**src/hdl/zbe_pkg.sv**
```systemverilog
// Shared constants and the term coefficient table for the Zernike basis evaluator.
// Depends on nothing; every other file imports it.
package zbe_pkg;

    localparam int ALL_TERMS       = 21;
    localparam int TERM_COUNT_DEF  = 21;
    localparam int FRAC_BITS_DEF   = 15;
    localparam int COORD_W         = 16;
    localparam int IDX_W           = 5;
    localparam int VAL_W           = 22;
    localparam int MONO_COUNT      = 21;
    localparam int MONO_IDX_W      = 5;
    localparam int COEF_W          = 6;
    localparam int SLOT_COUNT      = 6;
    localparam int SLOT_W          = 3;
    localparam int QDEPTH          = 2;

    typedef logic signed [COEF_W-1:0] coef_t;

    // One weighted monomial of a term: coefficient and which x^a y^b it uses.
    typedef struct packed {
        coef_t      coef;
        logic [2:0] ea;
        logic [2:0] eb;
    } slot_t;

    typedef slot_t [SLOT_COUNT-1:0] term_row_t;

    function automatic slot_t mk(input int c, input int a, input int b);
        slot_t s;
        s.coef = coef_t'(c);
        s.ea   = 3'(a);
        s.eb   = 3'(b);
        return s;
    endfunction

    // Unused slots carry a zero coefficient.
    function automatic term_row_t term_row(input logic [IDX_W-1:0] k);
        term_row_t r;
        for (int i = 0; i < SLOT_COUNT; i++) r[i] = mk(0, 0, 0);
        case (k)
            5'd0:  r[0] = mk(1, 0, 0);
            5'd1:  r[0] = mk(1, 1, 0);
            5'd2:  r[0] = mk(1, 0, 1);
            5'd3:  r[0] = mk(2, 1, 1);
            5'd4:  begin r[0] = mk(-1, 0, 0); r[1] = mk(2, 0, 2); r[2] = mk(2, 2, 0); end
            5'd5:  begin r[0] = mk(1, 0, 2); r[1] = mk(-1, 2, 0); end
            5'd6:  begin r[0] = mk(3, 1, 2); r[1] = mk(-1, 3, 0); end
            5'd7:  begin r[0] = mk(-2, 1, 0); r[1] = mk(3, 1, 2); r[2] = mk(3, 3, 0); end
            5'd8:  begin r[0] = mk(-2, 0, 1); r[1] = mk(3, 0, 3); r[2] = mk(3, 2, 1); end
            5'd9:  begin r[0] = mk(1, 0, 3); r[1] = mk(-3, 2, 1); end
            5'd10: begin r[0] = mk(4, 1, 3); r[1] = mk(-4, 3, 1); end
            5'd11: begin r[0] = mk(-6, 1, 1); r[1] = mk(8, 1, 3); r[2] = mk(8, 3, 1); end
            5'd12: begin
                r[0] = mk(1, 0, 0); r[1] = mk(-6, 0, 2); r[2] = mk(-6, 2, 0);
                r[3] = mk(6, 0, 4); r[4] = mk(12, 2, 2); r[5] = mk(6, 4, 0);
            end
            5'd13: begin
                r[0] = mk(-3, 0, 2); r[1] = mk(3, 2, 0);
                r[2] = mk(4, 0, 4);  r[3] = mk(-4, 4, 0);
            end
            5'd14: begin r[0] = mk(1, 0, 4); r[1] = mk(-6, 2, 2); r[2] = mk(1, 4, 0); end
            5'd15: begin r[0] = mk(5, 1, 4); r[1] = mk(-10, 3, 2); r[2] = mk(1, 5, 0); end
            5'd16: begin
                r[0] = mk(-12, 1, 2); r[1] = mk(4, 3, 0); r[2] = mk(15, 1, 4);
                r[3] = mk(10, 3, 2);  r[4] = mk(-5, 5, 0);
            end
            5'd17: begin
                r[0] = mk(3, 1, 0);  r[1] = mk(-12, 1, 2); r[2] = mk(-12, 3, 0);
                r[3] = mk(10, 1, 4); r[4] = mk(20, 3, 2);  r[5] = mk(10, 5, 0);
            end
            5'd18: begin
                r[0] = mk(3, 0, 1);  r[1] = mk(-12, 0, 3); r[2] = mk(-12, 2, 1);
                r[3] = mk(10, 0, 5); r[4] = mk(20, 2, 3);  r[5] = mk(10, 4, 1);
            end
            5'd19: begin
                r[0] = mk(-4, 0, 3); r[1] = mk(12, 2, 1); r[2] = mk(5, 0, 5);
                r[3] = mk(-10, 2, 3); r[4] = mk(-15, 4, 1);
            end
            5'd20: begin r[0] = mk(1, 0, 5); r[1] = mk(-10, 2, 3); r[2] = mk(5, 4, 1); end
            default: ;
        endcase
        return r;
    endfunction

endpackage

```
**src/hdl/zbe_front.sv**
```systemverilog
// Front end: takes coordinate pairs and builds powers x^1..x^5, y^1..y^5 over five steps.
// Depends on zbe_pkg; feeds the power queue in zbe_queue.
module zbe_front
    import zbe_pkg::*;
#(
    parameter int FRAC_BITS = FRAC_BITS_DEF,
    parameter int PW_W      = FRAC_BITS + 2
)
(
    input  logic                         clk,
    input  logic                         rst_n,
    input  logic                         in_valid,
    output logic                         in_stall,
    input  logic signed [COORD_W-1:0]    x_coord,
    input  logic signed [COORD_W-1:0]    y_coord,
    output logic                         pw_valid,
    input  logic                         pw_stall,
    output logic signed [5*PW_W-1:0]     px_all,
    output logic signed [5*PW_W-1:0]     py_all
);

    localparam int PROD_W = PW_W + COORD_W;

    logic                       busy_reg, busy_next;
    logic                       done_reg, done_next;
    logic [2:0]                 step_reg, step_next;
    logic signed [COORD_W-1:0]  xv_reg, yv_reg;
    logic signed [PW_W-1:0]     px_reg [1:5];
    logic signed [PW_W-1:0]     py_reg [1:5];
    logic signed [PW_W-1:0]     px_prev, py_prev;
    logic signed [PROD_W-1:0]   prod_x, prod_y;
    logic signed [PW_W-1:0]     rx, ry;
    logic                       in_acc;

    // Accept only when no pair is being built and no finished set waits.
    assign in_stall = busy_reg || done_reg;
    assign in_acc   = in_valid && !in_stall;
    assign pw_valid = done_reg;

    // One multiply per axis per step; previous power is one at step one.
    always_comb
    begin
        px_prev = (step_reg == 3'd1) ? PW_W'(1) <<< FRAC_BITS : px_reg[step_reg - 3'd1];
        py_prev = (step_reg == 3'd1) ? PW_W'(1) <<< FRAC_BITS : py_reg[step_reg - 3'd1];
        if (step_reg == 3'd0)
        begin
            px_prev = '0;
            py_prev = '0;
        end
        prod_x = PROD_W'(px_prev) * PROD_W'(xv_reg);
        prod_y = PROD_W'(py_prev) * PROD_W'(yv_reg);
        rx = PW_W'((prod_x + (PROD_W'(1) <<< (FRAC_BITS - 1))) >>> FRAC_BITS);
        ry = PW_W'((prod_y + (PROD_W'(1) <<< (FRAC_BITS - 1))) >>> FRAC_BITS);
    end

    // Sequence the five power steps, then hold the set until the queue takes it.
    always_comb
    begin
        busy_next = busy_reg;
        done_next = done_reg;
        step_next = step_reg;
        if (in_acc)
        begin
            busy_next = 1'b1;
            step_next = 3'd1;
        end
        else if (busy_reg)
        begin
            if (step_reg == 3'd5)
            begin
                busy_next = 1'b0;
                done_next = 1'b1;
            end
            else
                step_next = step_reg + 3'd1;
        end
        if (done_reg && !pw_stall)
            done_next = 1'b0;
    end

    always_ff @(posedge clk or negedge rst_n)
    begin
        if (!rst_n)
        begin
            busy_reg <= 1'b0;
            done_reg <= 1'b0;
            step_reg <= '0;
        end
        else
        begin
            busy_reg <= busy_next;
            done_reg <= done_next;
            step_reg <= step_next;
        end
    end

    // Capture coordinates and powers.
    always_ff @(posedge clk)
    begin
        if (in_acc)
        begin
            xv_reg <= x_coord;
            yv_reg <= y_coord;
        end
        if (busy_reg && step_reg != 3'd0)
        begin
            px_reg[step_reg] <= rx;
            py_reg[step_reg] <= ry;
        end
    end

    always_comb
    begin
        for (int i = 1; i <= 5; i++)
        begin
            px_all[(i-1)*PW_W +: PW_W] = px_reg[i];
            py_all[(i-1)*PW_W +: PW_W] = py_reg[i];
        end
    end

    property p_no_accept_busy;
        @(posedge clk) disable iff (!rst_n) busy_reg |-> !in_acc;
    endproperty
    assert property (p_no_accept_busy) else $error("front accepted while busy");

    property p_step_range;
        @(posedge clk) disable iff (!rst_n) busy_reg |-> (step_reg >= 3'd1 && step_reg <= 3'd5);
    endproperty
    assert property (p_step_range) else $error("front step out of range");

    property p_done_after_five;
        @(posedge clk) disable iff (!rst_n) $rose(done_reg) |-> $past(step_reg) == 3'd5;
    endproperty
    assert property (p_done_after_five) else $error("powers finished early");

endmodule

```
**config.mk**
```make
export PLATFORM = sky130hd
export DESIGN_NAME = zbe_front
export DESIGN_NICKNAME = d
export VERILOG_FILES = /design/src/hdl/zbe_pkg.sv /design/src/hdl/zbe_front.sv
export SDC_FILE = /design/constraint.sdc
export NUM_CORES = 2
export LEC_CHECK = 0
export BUFFER_PORTS_ARGS = -buffer_cell sky130_fd_sc_hd__buf_2
export CORE_MARGIN = 2
export CORE_UTILIZATION = 60
export CTS_CLUSTER_DIAMETER = 120
export DETAILED_ROUTE_END_ITERATION = 10
export PLACE_DENSITY_LB_ADDON = 0.08
export SLEW_MARGIN = 15
export SYNTH_ARGS = -nofsm -noshare
export SYNTH_HDL_FRONTEND = slang
export SYNTH_SLANG_ARGS = --single-unit
```
**constraint.sdc**
```tcl
create_clock -name clk -period 9.8 [get_ports clk]
set_input_delay 0.98 -clock clk [delete_from_list [all_inputs] [get_ports clk]]
set_output_delay 0.98 -clock clk [all_outputs]
set_load 0.02 [all_outputs]
```
==> flow_summary_export.csv <==
group,metric,value,unit
clock_network,cts_tree,"built",
synth,yosys.area.top_type,"fa_1",
detailed_routing,drtIter0Drc,1511,
setup_path,cp-start-kind,"register",
clock_network,cts_max_path_buffers,3,
synth,async_flop_share,0.0162,
outcome,outcome,"finished, final reports clean",
final_layout,fin_nets,3573,
synth,synth.distinct_cells,58,
synth,netlist.area_leader.share,0.350,
setup_path,endpoint_kind,"register",
sta,setup_violations,0,
synth,ys_seq_area_frac,0.299,
clock_network,hold_buffers,0,
clock_network,cts_max_level,2,
final_layout,drive_gt1_frac,0.145,
global_routing,grt_first_pass_wirelength,127000,um
clock_network,clkSlewWorstSetupHoldPaths,0.06,ns
placement,dpl.cell_count,3482,
detailed_routing,totalWireLength,79600,um
final_layout,layoutNonFillerInstCount,3546,
synth,netlist_area,30900,um2
floorplan,die_x,231,um
global_routing,grt_pass1_vias,22200,
setup_path,cp.required,10.06,ns
placement,dp_hpwl,60300,um
synth,synth_mux_area_frac,0.0488,
synth,syn_area_per_cell,11.7,um2
sta,skew,0.0391,ns
sta,min_period,9.21,ns
final_layout,post-route-util,0.668,
floorplan,rows,83,
min_path,hold_path.class,"in2async",
sta,max_slew.worst_pin.slew,1.14,ns
global_routing,grt_max_degree,36,
setup_path,arrival,9.47,ns
sta,finalHoldViolations,0,
synth,syn_nets,3372,
synth,synth-seq-cells,309,
detailed_routing,via_count,20200,
placement,gp_congestion,0.902,
synth,synth_top_family_by_area,"adder cells",
setup_path,critical_path.startpoint,"step_reg[0]$_DFFE_PN0P_",
sta,slew_violations,0,
clock_network,cts_num_sinks,309,
global_routing,grtUsageTotal,0.317,
synth,syn_inst,2638,
detailed_routing,wl_per_cell,22.5,um
synth,synth_xor_xnor_area_share,0.0183,
sta,slew_headroom,0.237,
synth,post-synth-top-count-cell,"inv_1",
floorplan,ios,208,
clock_network,cts_buffers,35,
job,drv_cap,0,
clock_network,clockRootBuffer,"clkbuf_16",
floorplan,die_height,231,um
detailed_routing,vias_per_cell,5.68,
sta,fin_crit_sh,0.940,
floorplan,initial_utilization,0.605,
synth,synthAdderAreaFrac,0.413,
setup_path,timing.rr.start,"step_reg[0]$_DFFE_PN0P_",
synth,yosysWarnings,0,
sta,fmax,109,MHz
floorplan,die_area,53400,um2
floorplan,core_area,51100,um2
sta,fin_setup_tns,0,ns
synth,synth-compound-area-share,0.0281,
placement,portBuffers,207,
detailed_routing,antenna_left,0,
global_routing,overflow,0,
synth,synthTopCellsByCount,"inv_1, fa_1, nand2_1",
global_routing,antenna_found_initial,4,
setup_path,critPathKind,"reg2reg",
synth,synth_edf_count,304,
setup_path,cp_max_fo,22,
synth,synth_ff_type,"edfxtp_1",
detailed_routing,drcViolationCount,0,
detailed_routing,dr.pass1.iters,7,
synth,synthSimpleGateAreaFrac,0.109,
sta,rsz0062_at_grt,"no",
final_layout,areaGrowthSynthToFinish,10.4,%
clock_network,post_cts_buffers,0,
synth,synth_area_leaders,"fa_1, edfxtp_1, inv_1",
clock_network,post_cts_resized,0,
clock_network,clk_latency,0.57,ns
==> cell usage in the layout (no fill, tap or decap), types with 6 or more instances in the layout <==
cell | synthesis | layout
a21o_1 | 21 | 21
a21oi_1 | 60 | 58
and2_1 | 265 | 265
buf_2 | 18 | 207
buf_4 | 2 | 51
clkbuf_16 | 0 | 35
clkinv_2 | 0 | 7
edfxtp_1 | 304 | 304
fa_1 | 540 | 540
ha_1 | 158 | 157
inv_1 | 580 | 580
mux2_2 | 7 | 7
mux2i_1 | 8 | 8
mux4_2 | 60 | 60
nand2_1 | 310 | 310
nand2b_1 | 10 | 10
nand3_1 | 12 | 12
nor2_1 | 49 | 45
nor3_2 | 0 | 6
o21ai_0 | 12 | 12
xnor2_1 | 44 | 44
xor2_1 | 17 | 17
==> stage by stage <==
stage	setup WS (ns)	area (um2)	hold slack, ns
4_1_cts	0.635	34100	0.230
5_1_grt	0.146	34100	0.236
3_3_place_gp	0.807	33000	0.639
2_1_floorplan	1.59	30900	0.588
6_report	0.588	34100	0.246
3_5_place_dp	0.663	33000	0.656
==> area by class of cell <==
class                           instances  area, um2
Antenna cell                            1       2.50
Clock buffer                           38        887
Clock inverter                         25        289
Fill cell                            3892      16900
Inverter                              581       2180
Multi-Input combinational cell       1651      19200
Sequential cell                       309       9260
Tap cell                              680        851
Timing Repair Buffer                  261       1480
==> kinds of logic (layout without fill, tap and decap cells) <==
kind of cell,after synthesis,count (layout)
xor+xnor,63,63
other cells,0,1
buf+inv,678,905
flops,309,309
mux,75,75
compound gates,133,133
simple gates,682,682
fa+ha+maj,698,698
==> metal layers <==
metal | global-route usage | vias to the layer above | wire (um)
met5 | 0 | - | 13
li1 | - | 8576 | -
met2 | 0.490 | 958 | 36700
met4 | 0.109 | 2 | 2940
met1 | 0.448 | 10500 | 31900
met3 | 0.0747 | 173 | 8030
==> path summary, 6_finish.rpt <==
kind | end | slack [ns] | cells after the start
hold / removal | busy_reg$_DFF_PN0_ | 0.25 | 1
setup reg to reg | px_reg[0][10]$_DFFE_PP_ | 0.59 | 26
setup / recovery | px_reg[0][10]$_DFFE_PP_ | 0.59 | 26
min in group clk | xv_reg[11]$_DFFE_PP_ | 0.58 | 1
hold reg to reg | pw_valid$_DFFE_PN0P_ | 0.70 | 2
max in group asynchronous | step_reg[0]$_DFFE_PN0P_ | 9.39 | 1
==> worst max-delay path, stage by stage, from the launching register on <==
cell and delay, ns:
dfrtp_4 0.63, inv_2 0.22, ha_1 0.38, xor2_4 0.59, buf_12 0.24, nand2_1 0.06
a21oi_1 0.76, and2_1 0.26, fa_1 0.40, inv_1 0.09, fa_1 0.41, fa_1 0.51
fa_1 0.54, inv_1 0.05, fa_1 0.49, fa_1 0.42, ha_1 0.33, a21o_1 0.17
a21oi_1 0.13, o21ai_0 0.11, a2111o_1 0.37, a311oi_2 0.48, o21ai_2 0.18, a31oi_1 0.32
o21bai_1 0.14, a21oi_1 0.21, xnor2_1 0.37
Power is not shown: default switching activity piles up to over one toggle a cycle in this logic, so the estimate is an artifact.
