### src/hdl/zbe_pkg.sv
// Shared constants and the term coefficient table for the Zernike basis evaluator.
// Depends on nothing; every other file imports it.
package zbe_pkg;

    localparam int ALL_TERMS       = 21;
    localparam int TERM_COUNT_DEF  = 21;
    localparam int FRAC_BITS_DEF   = 15;
    localparam int COORD_W         = 16;
    localparam int IDX_W           = 5;
    localparam int VAL_W           = 22;
    localparam int MONO_COUNT      = 21;
    localparam int MONO_IDX_W      = 5;
    localparam int COEF_W          = 6;
    localparam int SLOT_COUNT      = 6;
    localparam int SLOT_W          = 3;
    localparam int QDEPTH          = 2;

    typedef logic signed [COEF_W-1:0] coef_t;

    // One weighted monomial of a term: coefficient and which x^a y^b it uses.
    typedef struct packed {
        coef_t      coef;
        logic [2:0] ea;
        logic [2:0] eb;
    } slot_t;

    typedef slot_t [SLOT_COUNT-1:0] term_row_t;

    function automatic slot_t mk(input int c, input int a, input int b);
        slot_t s;
        s.coef = coef_t'(c);
        s.ea   = 3'(a);
        s.eb   = 3'(b);
        return s;
    endfunction

    // Unused slots carry a zero coefficient.
    function automatic term_row_t term_row(input logic [IDX_W-1:0] k);
        term_row_t r;
        for (int i = 0; i < SLOT_COUNT; i++) r[i] = mk(0, 0, 0);
        case (k)
            5'd0:  r[0] = mk(1, 0, 0);
            5'd1:  r[0] = mk(1, 1, 0);
            5'd2:  r[0] = mk(1, 0, 1);
            5'd3:  r[0] = mk(2, 1, 1);
            5'd4:  begin r[0] = mk(-1, 0, 0); r[1] = mk(2, 0, 2); r[2] = mk(2, 2, 0); end
            5'd5:  begin r[0] = mk(1, 0, 2); r[1] = mk(-1, 2, 0); end
            5'd6:  begin r[0] = mk(3, 1, 2); r[1] = mk(-1, 3, 0); end
            5'd7:  begin r[0] = mk(-2, 1, 0); r[1] = mk(3, 1, 2); r[2] = mk(3, 3, 0); end
            5'd8:  begin r[0] = mk(-2, 0, 1); r[1] = mk(3, 0, 3); r[2] = mk(3, 2, 1); end
            5'd9:  begin r[0] = mk(1, 0, 3); r[1] = mk(-3, 2, 1); end
            5'd10: begin r[0] = mk(4, 1, 3); r[1] = mk(-4, 3, 1); end
            5'd11: begin r[0] = mk(-6, 1, 1); r[1] = mk(8, 1, 3); r[2] = mk(8, 3, 1); end
            5'd12: begin
                r[0] = mk(1, 0, 0); r[1] = mk(-6, 0, 2); r[2] = mk(-6, 2, 0);
                r[3] = mk(6, 0, 4); r[4] = mk(12, 2, 2); r[5] = mk(6, 4, 0);
            end
            5'd13: begin
                r[0] = mk(-3, 0, 2); r[1] = mk(3, 2, 0);
                r[2] = mk(4, 0, 4);  r[3] = mk(-4, 4, 0);
            end
            5'd14: begin r[0] = mk(1, 0, 4); r[1] = mk(-6, 2, 2); r[2] = mk(1, 4, 0); end
            5'd15: begin r[0] = mk(5, 1, 4); r[1] = mk(-10, 3, 2); r[2] = mk(1, 5, 0); end
            5'd16: begin
                r[0] = mk(-12, 1, 2); r[1] = mk(4, 3, 0); r[2] = mk(15, 1, 4);
                r[3] = mk(10, 3, 2);  r[4] = mk(-5, 5, 0);
            end
            5'd17: begin
                r[0] = mk(3, 1, 0);  r[1] = mk(-12, 1, 2); r[2] = mk(-12, 3, 0);
                r[3] = mk(10, 1, 4); r[4] = mk(20, 3, 2);  r[5] = mk(10, 5, 0);
            end
            5'd18: begin
                r[0] = mk(3, 0, 1);  r[1] = mk(-12, 0, 3); r[2] = mk(-12, 2, 1);
                r[3] = mk(10, 0, 5); r[4] = mk(20, 2, 3);  r[5] = mk(10, 4, 1);
            end
            5'd19: begin
                r[0] = mk(-4, 0, 3); r[1] = mk(12, 2, 1); r[2] = mk(5, 0, 5);
                r[3] = mk(-10, 2, 3); r[4] = mk(-15, 4, 1);
            end
            5'd20: begin r[0] = mk(1, 0, 5); r[1] = mk(-10, 2, 3); r[2] = mk(5, 4, 1); end
            default: ;
        endcase
        return r;
    endfunction

endpackage

### src/hdl/zbe_queue.sv
// Short queue of power sets between front and back end.
// Depends on zbe_pkg.
module zbe_queue
    import zbe_pkg::*;
#(
    parameter int W = 8
)
(
    input  logic         clk,
    input  logic         rst_n,
    input  logic         wr_valid,
    output logic         wr_stall,
    input  logic [W-1:0] wr_data,
    output logic         rd_valid,
    input  logic         rd_stall,
    output logic [W-1:0] rd_data
);

    logic [W-1:0] mem_reg [QDEPTH];
    logic         wp_reg, wp_next, rp_reg, rp_next;
    logic [1:0]   cnt_reg, cnt_next;
    logic         wr, rd;

    assign wr_stall = (cnt_reg == 2'(QDEPTH));
    assign rd_valid = (cnt_reg != 2'd0);
    assign rd_data  = mem_reg[rp_reg];
    assign wr = wr_valid && !wr_stall;
    assign rd = rd_valid && !rd_stall;

    // Advance pointers and count.
    always_comb
    begin
        wp_next  = wr ? ~wp_reg : wp_reg;
        rp_next  = rd ? ~rp_reg : rp_reg;
        cnt_next = cnt_reg + 2'(wr) - 2'(rd);
    end

    always_ff @(posedge clk or negedge rst_n)
    begin
        if (!rst_n)
        begin
            wp_reg  <= 1'b0;
            rp_reg  <= 1'b0;
            cnt_reg <= '0;
        end
        else
        begin
            wp_reg  <= wp_next;
            rp_reg  <= rp_next;
            cnt_reg <= cnt_next;
        end
    end

    always_ff @(posedge clk)
    begin
        if (wr)
            mem_reg[wp_reg] <= wr_data;
    end

    property p_cnt_bound;
        @(posedge clk) disable iff (!rst_n) cnt_reg <= 2'(QDEPTH);
    endproperty
    assert property (p_cnt_bound) else $error("queue overfilled");

    property p_ptr_match;
        @(posedge clk) disable iff (!rst_n) (cnt_reg == 2'd0 || cnt_reg == 2'(QDEPTH)) |-> wp_reg == rp_reg;
    endproperty
    assert property (p_ptr_match) else $error("queue pointers disagree with count");

    property p_cnt_step;
        @(posedge clk) disable iff (!rst_n) (wr && !rd) |=> cnt_reg == $past(cnt_reg) + 2'd1;
    endproperty
    assert property (p_cnt_step) else $error("queue count did not advance");

endmodule

### config.mk
export PLATFORM = sky130hd
export DESIGN_NAME = zbe_queue
export DESIGN_NICKNAME = d
export VERILOG_FILES = /design/src/hdl/zbe_pkg.sv /design/src/hdl/zbe_queue.sv
export SDC_FILE = /design/constraint.sdc
export NUM_CORES = 1
export LEC_CHECK = 0
export BUFFER_PORTS_ARGS = -buffer_cell sky130_fd_sc_hd__buf_4
export CAP_MARGIN = 20
export CORE_MARGIN = 8
export CORE_UTILIZATION = 35
export CTS_CLUSTER_DIAMETER = 30
export DETAILED_ROUTE_END_ITERATION = 8
export PLACE_DENSITY = 0.6
export SYNTH_ARGS = -nofsm -noshare
export SYNTH_HDL_FRONTEND = slang
export SYNTH_SLANG_ARGS = --single-unit
### constraint.sdc
create_clock -name clk -period 2.3 [get_ports clk]
set_clock_uncertainty 0.05 [all_clocks]
set_input_delay 0 -clock clk [delete_from_list [all_inputs] [get_ports clk]]
set_output_delay 0 -clock clk [all_outputs]
set_load 0.02 [all_outputs]
==> metrics.txt, run 1 <==
# TYPE chip_impl_metric gauge
chip_impl_info{name="run_status",value="finished clean"} 1
chip_impl_metric{name="synth_edf_count",unit=""} 16
chip_impl_metric{name="min_period",unit="ps"} 1730
chip_impl_info{name="hold_path_class",value="in2reg"} 1
chip_impl_metric{name="start_util",unit="%"} 36.2
chip_impl_metric{name="track_usage",unit="%"} 6.83
chip_impl_metric{name="hold_slack",unit="ps"} 362
chip_impl_metric{name="io_pins",unit=""} 22
chip_impl_metric{name="largest_net_degree_at_the_start_of_global_routing",unit=""} 13
chip_impl_metric{name="core_region",unit="um^2"} 2170
chip_impl_metric{name="count_of_antenna_violating_nets_left_after_detailed_routing",unit=""} 0
chip_impl_metric{name="grt_overflow",unit=""} 0
chip_impl_metric{name="timing.final.max_slew_violations",unit=""} 0
chip_impl_metric{name="worst_slew_pin_slew",unit="ps"} 435
chip_impl_metric{name="cts-root-to-sink-buffers",unit=""} 2
chip_impl_info{name="rsz_0062_raised_after_global_routing",value="no"} 1
chip_impl_metric{name="fraction_of_layout_cells_with_a_size_suffix_above_1",unit="%"} 45.0
chip_impl_metric{name="dieArea",unit="um^2"} 4020
chip_impl_info{name="synth_most_common_cell",value="sky130_fd_sc_hd__edfxtp_1"} 1
chip_impl_metric{name="placement.cell_area",unit="um^2"} 981
chip_impl_metric{name="detail_route.first_pass.iterations",unit=""} 2
chip_impl_metric{name="leakage_component_of_the_power",unit="uW"} 0.000476
chip_impl_metric{name="cts_inserted_buffers",unit=""} 3
chip_impl_metric{name="cts_setup_buffers",unit=""} 0
chip_impl_info{name="worst_setup_path_start_kind",value="flop"} 1
chip_impl_metric{name="finalCritPeriodShare",unit="%"} 75.3
chip_impl_metric{name="via_count_of_the_first_global_routing_pass",unit=""} 472
chip_impl_metric{name="power.total",unit="uW"} 1400
chip_impl_metric{name="route.detailed.vias_per_inst",unit=""} 4.36
chip_impl_metric{name="synthesis.area_per_instance",unit="um^2"} 18.3
chip_impl_metric{name="globalplace.congestion",unit=""} 0.624
chip_impl_metric{name="vias",unit=""} 471
chip_impl_metric{name="row_count",unit=""} 17
chip_impl_metric{name="syn-instance-count",unit=""} 43
chip_impl_info{name="category_of_the_worst_setup_path_capture_point",value="flop"} 1
chip_impl_metric{name="cts_max_level",unit=""} 1
chip_impl_metric{name="cp.depth",unit=""} 7
chip_impl_metric{name="design.final.nets",unit=""} 95
chip_impl_metric{name="stdcell_area",unit="um^2"} 1150
chip_impl_metric{name="setup_viol",unit=""} 0
chip_impl_metric{name="cts_resized",unit=""} 0
chip_impl_metric{name="critPathMaxStageDelay",unit="ps"} 430
chip_impl_metric{name="synth.cell_area",unit="um^2"} 786
chip_impl_metric{name="fmax",unit="MHz"} 578
chip_impl_info{name="cp_top_family",value="adder cells"} 1
chip_impl_metric{name="worst_path_arrival",unit="ps"} 1910
chip_impl_metric{name="worstPathRequired",unit="ps"} 2480
chip_impl_metric{name="cts_hold_buf",unit=""} 12
chip_impl_info{name="clock_tree.root_cell",value="sky130_fd_sc_hd__clkbuf_4"} 1
chip_impl_metric{name="wire_per_inst",unit="um"} 13.1
chip_impl_metric{name="worst_rel_slew_slack",unit="%"} 71.0
chip_impl_info{name="synth_area_leaders",value="sky130_fd_sc_hd__edfxtp_1 (61%), sky130_fd_sc_hd__dfrtp_1 (13%), sky130_fd_sc_hd__mux2_2 (11%)"} 1
chip_impl_info{name="critPathSlowestCell",value="sky130_fd_sc_hd__dfrtp_1"} 1
chip_impl_metric{name="antenna_found_initial",unit=""} 0
chip_impl_metric{name="synth_sequential_area_ratio",unit="%"} 73.9
chip_impl_metric{name="r2r_setup_slack",unit="ps"} 570
chip_impl_metric{name="io_buffer_count",unit=""} 21
chip_impl_info{name="postSynth.topFlopCell",value="sky130_fd_sc_hd__edfxtp_1"} 1
chip_impl_info{name="path_class",value="reg2reg"} 1
chip_impl_metric{name="hold_viol",unit=""} 0
chip_impl_metric{name="crit_buf_inv",unit=""} 1
chip_impl_info{name="hp-start",value="wr_data[0]"} 1
chip_impl_metric{name="ys_seq_elements",unit=""} 20
chip_impl_metric{name="clock_sink_count",unit=""} 20
chip_impl_metric{name="initialDrtViolationCount",unit=""} 5
chip_impl_info{name="hold_end",value="mem_reg[0][0]"} 1
chip_impl_metric{name="wirelength",unit="um"} 1410
chip_impl_info{name="yosys-top-cells-count",value="sky130_fd_sc_hd__edfxtp_1 (16), sky130_fd_sc_hd__mux2_2 (8), sky130_fd_sc_hd__dfrtp_1 (4), sky130_fd_sc_hd__xnor2_1 (3)"} 1
chip_impl_metric{name="grt_pass1_wl",unit="um"} 2100
chip_impl_info{name="netlist.top_cell.by_area",value="sky130_fd_sc_hd__edfxtp_1"} 1
chip_impl_info{name="cts_tree",value="done"} 1
chip_impl_metric{name="hold_path_depth",unit=""} 2
chip_impl_metric{name="die_width",unit="um"} 63.4
chip_impl_metric{name="n_antenna_cell",unit=""} 0
chip_impl_metric{name="area.growth.synth_to_final",unit="%"} 46.8
chip_impl_metric{name="worst-r2r-cell-count",unit=""} 7
chip_impl_metric{name="n_fill_cell",unit=""} 198
chip_impl_metric{name="synth_async_reset_ratio",unit="%"} 20.0
chip_impl_metric{name="worstSkewPairLatency",unit="ps"} 300
chip_impl_metric{name="setup-tns-final",unit="ps"} 0
chip_impl_info{name="timing.rr.end",value="cnt_reg[1]"} 1
chip_impl_metric{name="syn-num-nets",unit=""} 57
chip_impl_metric{name="netlist-cell-type-count",unit=""} 14
chip_impl_info{name="worst_r2r_startpoint",value="cnt_reg[1]"} 1
chip_impl_metric{name="count_of_max_cap_constraint_violations",unit=""} 0
chip_impl_metric{name="post-synth-top-area-fraction",unit="%"} 61.1
chip_impl_metric{name="crit_fanout",unit=""} 3
chip_impl_metric{name="worst_setup_hold_path_clk_slew",unit="ps"} 120
chip_impl_metric{name="post-dp-hpwl",unit="um"} 975
chip_impl_metric{name="yosys_warnings",unit=""} 0
chip_impl_metric{name="power-per-cell-area",unit="nW/um^2"} 1220
chip_impl_metric{name="drc",unit=""} 0
chip_impl_info{name="worstPathCellList",value="or2_4 > nor2b_4 > ha_1 > inv_1 > ha_1 > xnor2_1 > xnor2_1"} 1
chip_impl_metric{name="worst_ir_drop_vdd",unit="mV"} 0.679
chip_impl_metric{name="die_h",unit="um"} 63.4
chip_impl_metric{name="largest_register_ffs",unit=""} 16
[power by group]
part / switching (uW) / internal, uW / total [uW] / leakage, uW
logic: 258 / 281 / 539 / 0.000253
registers: 71.0 / 506 / 577 / 0.000195
clock network: 110 / 176 / 286 / 0.0000279
[stage by stage]
step	utilization, %	setup WS (ps)	instances
finish	53.2	569	108
global route	53.2	452	108
CTS	53.2	554	108
detailed placement	45.2	589	92
global placement	45.2	617	92
floorplan	-	618	43
[cell usage in the layout, fill, tap and decap left out]
master	netlist	layout
sky130_fd_sc_hd__and3_1	1	1
sky130_fd_sc_hd__buf_4	0	22
sky130_fd_sc_hd__bufinv_16	0	1
sky130_fd_sc_hd__clkbuf_4	0	3
sky130_fd_sc_hd__dfrtp_1	4	4
sky130_fd_sc_hd__dlygate4sd3_1	0	12
sky130_fd_sc_hd__edfxtp_1	16	16
sky130_fd_sc_hd__ha_1	2	2
sky130_fd_sc_hd__inv_1	2	2
sky130_fd_sc_hd__mux2_2	8	8
sky130_fd_sc_hd__nand2_1	1	1
sky130_fd_sc_hd__nand2b_1	1	1
sky130_fd_sc_hd__nor2_1	1	1
sky130_fd_sc_hd__nor2b_4	1	1
sky130_fd_sc_hd__or2_4	1	1
sky130_fd_sc_hd__xnor2_1	3	3
sky130_fd_sc_hd__xor2_1	1	1
[cell families (layout without fill, tap and decap cells)]
logic type    count (synthesis)  count (layout)  synth area share [%]
flops                        20              20                  73.9
mux                           8               8                  11.5
simple gates                  6               6                  5.41
xor+xnor                      4               4                  4.46
buf+inv                       3              40                  1.59
fa+ha+maj                     2               2                  3.18
[final cells by class]
type                            count  area, um^2  area share (%)
Timing Repair Buffer               34         285            24.7
Inverter                            2        7.51           0.651
Clock buffer                        3        22.5            1.95
Tap cell                           28        35.0            3.04
Clock inverter                      1        30.0            2.60
Sequential cell                    20         581            50.3
Multi-Input combinational cell     20         193            16.7
[layer usage]
layer	global-route usage, %	vias to the layer above	routed length [um]
met1	7.15	221	604
met4	5.01	0	28
li1	-	228	-
met3	3.36	4	130
met5	0	-	0
met2	10.4	18	650
[worst max path at each step]
stage	start	to	slack, ps
6_report	cnt_reg[1]	cnt_reg[1]	570
5_1_grt	cnt_reg[1]	cnt_reg[1]	450
4_1_cts	cnt_reg[1]	cnt_reg[1]	550
3_5_place_dp	cnt_reg[1]	cnt_reg[1]	590
3_3_place_gp	cnt_reg[1]	cnt_reg[1]	620
2_1_floorplan	cnt_reg[1]	cnt_reg[1]	620
No activity file was read; power rests on OpenSTA's default activity.
==> run 2: changes to the inputs <==
--- a/config.mk
+++ b/config.mk
@@ -11,7 +11,7 @@
 export CORE_UTILIZATION = 35
 export CTS_CLUSTER_DIAMETER = 30
 export DETAILED_ROUTE_END_ITERATION = 8
-export PLACE_DENSITY = 0.6
+export PLACE_DENSITY = 0.62
 export SYNTH_ARGS = -nofsm -noshare
 export SYNTH_HDL_FRONTEND = slang
 export SYNTH_SLANG_ARGS = --single-unit
==> constraint.sdc (replaced) <==
create_clock -name clk -period 1.54 [get_ports clk]
set_clock_uncertainty 0.05 [all_clocks]
set_input_delay 0 -clock clk [delete_from_list [all_inputs] [get_ports clk]]
set_output_delay 0 -clock clk [all_outputs]
set_load 0.02 [all_outputs]
==> run 2 against run 1 <==
Compared with the run above:
- the run now ends with negative setup slack left
- count of clock-buffer cells in the layout increased by 1
- register-to-register slack got worse by 680 ps
- clock power decreased by 15%
==> metrics.txt, run 2 (synthesis gave the netlist of run 1 again) <==
# TYPE chip_impl_metric gauge
chip_impl_info{name="run_status",value="finished, violations left"} 1
chip_impl_info{name="failing_checks",value="negative setup slack"} 1
chip_impl_metric{name="worst_path_arrival",unit="ps"} 1780
chip_impl_metric{name="track_usage",unit="%"} 7.63
chip_impl_metric{name="cts_max_level",unit=""} 1
chip_impl_metric{name="via_count_of_the_first_global_routing_pass",unit=""} 544
chip_impl_metric{name="largest_register_ffs",unit=""} 16
chip_impl_metric{name="crit_fanout",unit=""} 2
chip_impl_metric{name="core_region",unit="um^2"} 2170
chip_impl_metric{name="timing.final.max_slew_violations",unit=""} 0
chip_impl_metric{name="largest_net_degree_at_the_start_of_global_routing",unit=""} 12
chip_impl_info{name="most_common_cell_after_layout_fill_and_taps_aside",value="sky130_fd_sc_hd__buf_4"} 1
chip_impl_metric{name="fraction_of_layout_cells_with_a_size_suffix_above_1",unit="%"} 56.5
chip_impl_metric{name="dieArea",unit="um^2"} 4020
chip_impl_metric{name="hold_slack",unit="ps"} 76.2
chip_impl_info{name="cell_type_with_the_highest_occurrence_count_on_the_critical_path",value="sky130_fd_sc_hd__ha_4"} 1
chip_impl_metric{name="route.detailed.vias_per_inst",unit=""} 4.24
chip_impl_metric{name="worstPathRequired",unit="ps"} 1670
chip_impl_metric{name="final_non_filler_cells",unit=""} 113
chip_impl_metric{name="post-dp-hpwl",unit="um"} 1050
chip_impl_info{name="cts_tree",value="done"} 1
chip_impl_info{name="critPathSlowestCell",value="sky130_fd_sc_hd__dfrtp_1"} 1
chip_impl_metric{name="start_util",unit="%"} 36.2
chip_impl_metric{name="worst_ir_drop_vdd",unit="mV"} 0.945
chip_impl_metric{name="placedCellCount",unit=""} 99
chip_impl_metric{name="worst_setup_hold_path_clk_slew",unit="ps"} 100
chip_impl_metric{name="count_of_max_cap_constraint_violations",unit=""} 0
chip_impl_metric{name="die_h",unit="um"} 63.4
chip_impl_info{name="category_of_the_worst_setup_path_capture_point",value="flop"} 1
chip_impl_metric{name="design.final.nets",unit=""} 100
chip_impl_info{name="rsz_0062_raised_after_global_routing",value="yes"} 1
chip_impl_metric{name="n_fill_cell",unit=""} 190
chip_impl_metric{name="drc",unit=""} 0
chip_impl_metric{name="leakage_component_of_the_power",unit="uW"} 0.000499
chip_impl_metric{name="worst_slack",unit="ps"} -110
chip_impl_metric{name="antenna_found_initial",unit=""} 0
chip_impl_metric{name="die_width",unit="um"} 63.4
chip_impl_metric{name="fmax",unit="MHz"} 606
chip_impl_info{name="hold_path_class",value="in2reg"} 1
chip_impl_metric{name="vias",unit=""} 479
chip_impl_metric{name="critPathMaxStageDelay",unit="ps"} 400
chip_impl_metric{name="initialDrtViolationCount",unit=""} 11
chip_impl_metric{name="detail_route.first_pass.iterations",unit=""} 3
chip_impl_metric{name="grt_pass1_wl",unit="um"} 2490
chip_impl_info{name="worst_setup_path_start_kind",value="flop"} 1
chip_impl_metric{name="hold_viol",unit=""} 0
chip_impl_metric{name="clock_sink_count",unit=""} 20
chip_impl_metric{name="n_antenna_cell",unit=""} 0
chip_impl_metric{name="wire_per_inst",unit="um"} 12.9
chip_impl_metric{name="io_pins",unit=""} 22
chip_impl_metric{name="wirelength",unit="um"} 1460
chip_impl_metric{name="power.total",unit="uW"} 2210
chip_impl_info{name="path_class",value="reg2reg"} 1
chip_impl_metric{name="min_period",unit="ps"} 1650
chip_impl_info{name="clock_tree.root_cell",value="sky130_fd_sc_hd__clkbuf_4"} 1
chip_impl_metric{name="io_buffer_count",unit=""} 21
chip_impl_metric{name="worst_rel_slew_slack",unit="%"} 73.0
chip_impl_metric{name="placement.setup.worst_slack",unit="ps"} -132
chip_impl_metric{name="worstSkewPairLatency",unit="ps"} 290
chip_impl_metric{name="cts_inserted_buffers",unit=""} 3
chip_impl_metric{name="power-per-cell-area",unit="nW/um^2"} 1800
chip_impl_metric{name="setup_viol",unit=""} 1
chip_impl_metric{name="row_count",unit=""} 17
chip_impl_metric{name="grt_overflow",unit=""} 0
chip_impl_info{name="most-common-layout-cells",value="sky130_fd_sc_hd__buf_4 (27), sky130_fd_sc_hd__edfxtp_1 (16), sky130_fd_sc_hd__dlygate4sd3_1 (10)"} 1
chip_impl_metric{name="cts-root-to-sink-buffers",unit=""} 2
chip_impl_metric{name="globalplace.congestion",unit=""} 0.655
chip_impl_metric{name="area.growth.synth_to_final",unit="%"} 56.5
chip_impl_info{name="worstPathCellList",value="or2_4 > nor2b_4 > ha_4 > inv_2 > ha_4 > xnor2_4 > xnor2_1"} 1
chip_impl_metric{name="count_of_antenna_violating_nets_left_after_detailed_routing",unit=""} 0
chip_impl_metric{name="finalCritPeriodShare",unit="%"} 107
chip_impl_metric{name="worst_slew_pin_slew",unit="ps"} 405
==> run 2: cell types whose count changed in the layout (fill, tap and decap cells not counted), moves of 2 or more <==
cell	before	now
sky130_fd_sc_hd__dlygate4sd3_1	12	10
sky130_fd_sc_hd__ha_1	2	0
sky130_fd_sc_hd__buf_4	22	27
sky130_fd_sc_hd__ha_4	0	2
==> run 2: worst max-delay path, delay by kind of cell, from the launching register on <==
| family | cells | cell delay (ps) |
|---|---|---|
| fa+ha+maj | 2 | 410 |
| flops | 1 | 400 |
| simple gates | 2 | 390 |
| xor+xnor | 2 | 240 |
| buf+inv | 1 | 40 |
==> run 2: routing by layer <==
| metal | vias up | routed length [um] | GRT usage, % |
|---|---|---|---|
| met3 | 0 | 74 | 3.00 |
| met2 | 16 | 753 | 13.1 |
| met1 | 224 | 635 | 8.39 |
| li1 | 239 | - | - |
| met4 | 0 | 0 | 2.51 |
| met5 | - | 0 | 0 |
==> run 2: final cells by class <==
cell class | instances | area [um^2] | area share (%)
flip-flops and latches | 20 | 581 | 47.2
repair buffers | 39 | 334 | 27.2
clock buffers | 4 | 26.3 | 2.14
multi-input cells | 20 | 246 | 20.0
well taps | 28 | 35.0 | 2.85
inverters | 2 | 7.51 | 0.610
==> run 2: repair_timing <==
item,CTS,global route
pin swaps,4,2
endpoints found under the hold margin,20,0
hold buffers,10,0
buffers inserted,0,0
resized for setup,5,4
endpoints found under the setup margin,1,14
==> run 2: path summary, 6_finish.rpt <==
check	startpoint	endpoint	slack (ps)	cells after the start
worst max-delay path	cnt_reg[0]	cnt_reg[1]	-110	7
min in group asynchronous	rst_n	cnt_reg[0]	560	3
worst max register to register	cnt_reg[0]	cnt_reg[1]	-110	7
worst min-delay path	wr_valid	cnt_reg[1]	80	4
worst min register to register	wp_reg	wp_reg	510	1
max in group asynchronous	rst_n	wp_reg	690	3
==> run 2: power breakdown <==
part           internal, uW  switching, uW
clock network           101            141
logic                   624            483
registers               756            104
==> run 2: through the flow <==
stage	TNS, ps	instance area [um^2]	util [%]
global route	-199	1230	56.7
CTS	-85.1	1210	55.7
global placement	-66.0	1050	48.3
finish	-110	1230	56.7
detailed placement	-132	1050	48.3
floorplan	-124	788	-
==> run 3: changes to the inputs <==
--- a/config.mk
+++ b/config.mk
@@ -5,12 +5,14 @@
 export SDC_FILE = /design/constraint.sdc
 export NUM_CORES = 1
 export LEC_CHECK = 0
+export ABC_AREA = 1
 export BUFFER_PORTS_ARGS = -buffer_cell sky130_fd_sc_hd__buf_4
 export CAP_MARGIN = 20
 export CORE_MARGIN = 8
 export CORE_UTILIZATION = 35
 export CTS_CLUSTER_DIAMETER = 30
 export DETAILED_ROUTE_END_ITERATION = 8
+export MAX_ROUTING_LAYER = met4
 export PLACE_DENSITY = 0.62
 export SYNTH_ARGS = -nofsm -noshare
 export SYNTH_HDL_FRONTEND = slang
==> run 3 against run 2 <==
Compared with the run above:
- the run now ends clean
- combinational power is 18% lower
- utilization is 4.4 points lower
- fmax rose by 15%
- flip-flop and latch count stayed put
- power down 9.6%
- routed wire length increased by 8.3%
- register-to-register slack gained 220 ps
- die area grew 4.5%
- critical path type unchanged
- critical endpoint unchanged
- largest cell class unchanged
==> metrics.txt, run 3 <==
# TYPE chip_impl_metric gauge
chip_impl_info{name="run_status",value="finished clean"} 1
chip_impl_metric{name="fraction_of_layout_cells_with_a_size_suffix_above_1",unit="%"} 28.6
chip_impl_metric{name="ys_seq_elements",unit=""} 20
chip_impl_metric{name="setup_viol",unit=""} 0
chip_impl_metric{name="netlist-cell-type-count",unit=""} 12
chip_impl_metric{name="finalCritPeriodShare",unit="%"} 93.1
chip_impl_metric{name="syn-instance-count",unit=""} 75
chip_impl_metric{name="core_region",unit="um^2"} 2230
chip_impl_metric{name="post-dp-hpwl",unit="um"} 1100
chip_impl_metric{name="hold_viol",unit=""} 0
chip_impl_metric{name="io_buffer_count",unit=""} 21
chip_impl_metric{name="r2r_setup_slack",unit="ps"} 110
chip_impl_metric{name="dieArea",unit="um^2"} 4200
chip_impl_info{name="yosys-top-cells-count",value="sky130_fd_sc_hd__nand2_1 (33), sky130_fd_sc_hd__edfxtp_1 (16), sky130_fd_sc_hd__inv_1 (8), sky130_fd_sc_hd__dfrtp_1 (4)"} 1
chip_impl_metric{name="wire_per_inst",unit="um"} 11.3
chip_impl_metric{name="synth_sequential_area_ratio",unit="%"} 69.7
chip_impl_metric{name="worst_ir_drop_vdd",unit="mV"} 0.886
chip_impl_info{name="critical_path.startpoint",value="cnt_reg[1]"} 1
chip_impl_metric{name="worst_path_arrival",unit="ps"} 1570
chip_impl_metric{name="critPathMaxStageDelay",unit="ps"} 430
chip_impl_metric{name="initialDrtViolationCount",unit=""} 7
chip_impl_info{name="path_class",value="reg2reg"} 1
chip_impl_metric{name="route.detailed.vias_per_inst",unit=""} 4.30
chip_impl_metric{name="cts_max_level",unit=""} 1
chip_impl_metric{name="syn-num-nets",unit=""} 89
chip_impl_info{name="most_common_cell_after_layout_fill_and_taps_aside",value="sky130_fd_sc_hd__nand2_1"} 1
chip_impl_metric{name="min_period",unit="ps"} 1430
chip_impl_info{name="hp-start",value="wr_data[3]"} 1
chip_impl_info{name="most-common-layout-cells",value="sky130_fd_sc_hd__nand2_1 (33), sky130_fd_sc_hd__buf_4 (22), sky130_fd_sc_hd__edfxtp_1 (16)"} 1
chip_impl_metric{name="drc",unit=""} 0
chip_impl_metric{name="count_of_max_cap_constraint_violations",unit=""} 0
chip_impl_metric{name="worst_slew_pin_slew",unit="ps"} 362
chip_impl_metric{name="crit_fanout",unit=""} 3
chip_impl_metric{name="n_antenna_cell",unit=""} 0
chip_impl_metric{name="leakage_component_of_the_power",unit="uW"} 0.000562
chip_impl_metric{name="cts-root-to-sink-buffers",unit=""} 2
chip_impl_metric{name="track_usage",unit="%"} 8.94
chip_impl_metric{name="cts_hold_buf",unit=""} 12
chip_impl_metric{name="io_pins",unit=""} 22
chip_impl_metric{name="row_count",unit=""} 17
chip_impl_metric{name="antenna_found_initial",unit=""} 0
chip_impl_metric{name="post-synth-top-area-fraction",unit="%"} 57.7
chip_impl_metric{name="synth_edf_count",unit=""} 16
chip_impl_info{name="hold_path_class",value="in2reg"} 1
chip_impl_info{name="worstPathCellList",value="inv_2 > nand2_4 > nand2_2 > inv_1 > ha_1 > inv_1 > ha_1 > inv_1 > nand2_1 > nand2_1"} 1
chip_impl_metric{name="worstPathRequired",unit="ps"} 1680
chip_impl_info{name="timing.rr.end",value="cnt_reg[1]"} 1
chip_impl_metric{name="clock_sink_count",unit=""} 20
chip_impl_metric{name="worst_setup_hold_path_clk_slew",unit="ps"} 110
chip_impl_info{name="category_of_the_worst_setup_path_capture_point",value="flop"} 1
chip_impl_info{name="synth_area_leaders",value="sky130_fd_sc_hd__edfxtp_1 (58%), sky130_fd_sc_hd__nand2_1 (15%), sky130_fd_sc_hd__dfrtp_1 (12%)"} 1
chip_impl_metric{name="count_of_antenna_violating_nets_left_after_detailed_routing",unit=""} 0
chip_impl_metric{name="timing.final.max_slew_violations",unit=""} 0
chip_impl_metric{name="crit_buf_inv",unit=""} 4
chip_impl_metric{name="hold_path_depth",unit=""} 2
chip_impl_metric{name="synth.cell_area",unit="um^2"} 833
chip_impl_info{name="rsz_0062_raised_after_global_routing",value="no"} 1
chip_impl_metric{name="grt_overflow",unit=""} 0
chip_impl_metric{name="largest_net_degree_at_the_start_of_global_routing",unit=""} 12
chip_impl_info{name="netlist.top_cell.by_area",value="sky130_fd_sc_hd__edfxtp_1"} 1
chip_impl_info{name="postSynth.topFlopCell",value="sky130_fd_sc_hd__edfxtp_1"} 1
chip_impl_metric{name="synth_async_reset_ratio",unit="%"} 20.0
chip_impl_metric{name="wirelength",unit="um"} 1590
chip_impl_metric{name="fmax",unit="MHz"} 698
chip_impl_info{name="cts_tree",value="done"} 1
chip_impl_metric{name="worstSkewPairLatency",unit="ps"} 290
chip_impl_metric{name="die_width",unit="um"} 64.8
chip_impl_metric{name="power-per-cell-area",unit="nW/um^2"} 1710
chip_impl_metric{name="start_util",unit="%"} 37.3
chip_impl_info{name="worst_setup_path_start_kind",value="flop"} 1
chip_impl_metric{name="area.growth.synth_to_final",unit="%"} 40.2
chip_impl_metric{name="final_core_utilization",unit="%"} 52.3
chip_impl_metric{name="synthesis.area_per_instance",unit="um^2"} 11.1
chip_impl_metric{name="detail_route.first_pass.iterations",unit=""} 4
chip_impl_metric{name="yosys_warnings",unit=""} 0
chip_impl_info{name="cell_type_with_the_highest_occurrence_count_on_the_critical_path",value="sky130_fd_sc_hd__inv_1"} 1
chip_impl_info{name="cp_top_family",value="flip-flops"} 1
chip_impl_info{name="hold_end",value="mem_reg[0][3]"} 1
chip_impl_metric{name="setup-tns-final",unit="ps"} 0
chip_impl_info{name="critPathSlowestCell",value="sky130_fd_sc_hd__dfrtp_1"} 1
chip_impl_metric{name="die_h",unit="um"} 64.8
chip_impl_metric{name="grt_pass1_wl",unit="um"} 2880
chip_impl_info{name="worst_r2r_startpoint",value="cnt_reg[1]"} 1
chip_impl_metric{name="worst-r2r-cell-count",unit=""} 10
chip_impl_metric{name="design.final.nets",unit=""} 127
chip_impl_metric{name="cts_inserted_buffers",unit=""} 3
chip_impl_metric{name="cts_setup_buffers",unit=""} 0
chip_impl_metric{name="largest_register_ffs",unit=""} 16
chip_impl_info{name="synth_most_common_cell",value="sky130_fd_sc_hd__nand2_1"} 1
chip_impl_info{name="clock_tree.root_cell",value="sky130_fd_sc_hd__clkbuf_4"} 1
chip_impl_metric{name="cts_resized",unit=""} 0
chip_impl_metric{name="vias",unit=""} 602
chip_impl_metric{name="via_count_of_the_first_global_routing_pass",unit=""} 645
chip_impl_metric{name="globalplace.congestion",unit=""} 0.660
chip_impl_metric{name="worst_rel_slew_slack",unit="%"} 75.8
run 3: cell types whose count changed after synthesis, sizes merged, moves of 3 or more:
cell / change
nand2: +36
inv: +9
mux2: -8
nand3: +3
xnor2: -3
run 3: area by class of cell:
| class | count | area, um^2 |
|---|---|---|
| clock buffers | 3 | 22.5 |
| fillers | 209 | 1060 |
| inverters | 11 | 43.8 |
| multi-input cells | 43 | 198 |
| clock inverters | 1 | 3.75 |
| repair buffers | 34 | 285 |
| well taps | 28 | 35.0 |
| flip-flops and latches | 20 | 581 |
run 3: metal layers:
layer	vias up	wire length (um)	global-route usage, %
li1	312	-	-
met1	265	697	9.75
met2	21	780	15.2
met3	4	80	2.58
met4	0	27	3.27
met5	-	0	-
run 3: report_power, final:
group	switching, uW	internal (uW)
Combinational	548	358
Sequential	91.1	750
Clock	154	94.3
run 3: kinds of logic after synthesis:
| group | after synthesis | synth area share [%] |
|---|---|---|
| adder cells (fa/ha/maj) | 2 | 3.00 |
| buffers and inverters | 12 | 6.61 |
| flip-flops | 20 | 69.7 |
| AND/OR/NAND/NOR | 41 | 20.7 |
run 3: worst max path at each step:
stage | endpoint | slack [ps] | cells after the start
floorplan | cnt_reg[1] | 150 | 10
global placement | cnt_reg[1] | 140 | 10
detailed placement | cnt_reg[1] | 110 | 10
CTS | cnt_reg[1] | 90 | 10
global route | cnt_reg[1] | 3 | 10
finish | cnt_reg[1] | 110 | 10
run 3: worst reg2reg max path: stages, from the launching register on:
cell and delay [ps]:
sky130_fd_sc_hd__dfrtp_1 430, sky130_fd_sc_hd__inv_2 90, sky130_fd_sc_hd__nand2_4 50, sky130_fd_sc_hd__nand2_2 60, sky130_fd_sc_hd__inv_1 40, sky130_fd_sc_hd__ha_1 270, sky130_fd_sc_hd__inv_1 60, sky130_fd_sc_hd__ha_1 150
sky130_fd_sc_hd__inv_1 40, sky130_fd_sc_hd__nand2_1 50, sky130_fd_sc_hd__nand2_1 50
run 3: per-stage QoR:
step	hold WS, ps	power (uW)	area, um^2	setup WS (ps)	cells
finish	372	2000	1170	107	140
global route	358	2170	1170	3.42	140
CTS	363	2030	1170	93.3	140
detailed placement	-249	1760	1020	109	124
global placement	-251	1740	1020	140	124
floorplan	-346	1420	833	155	75
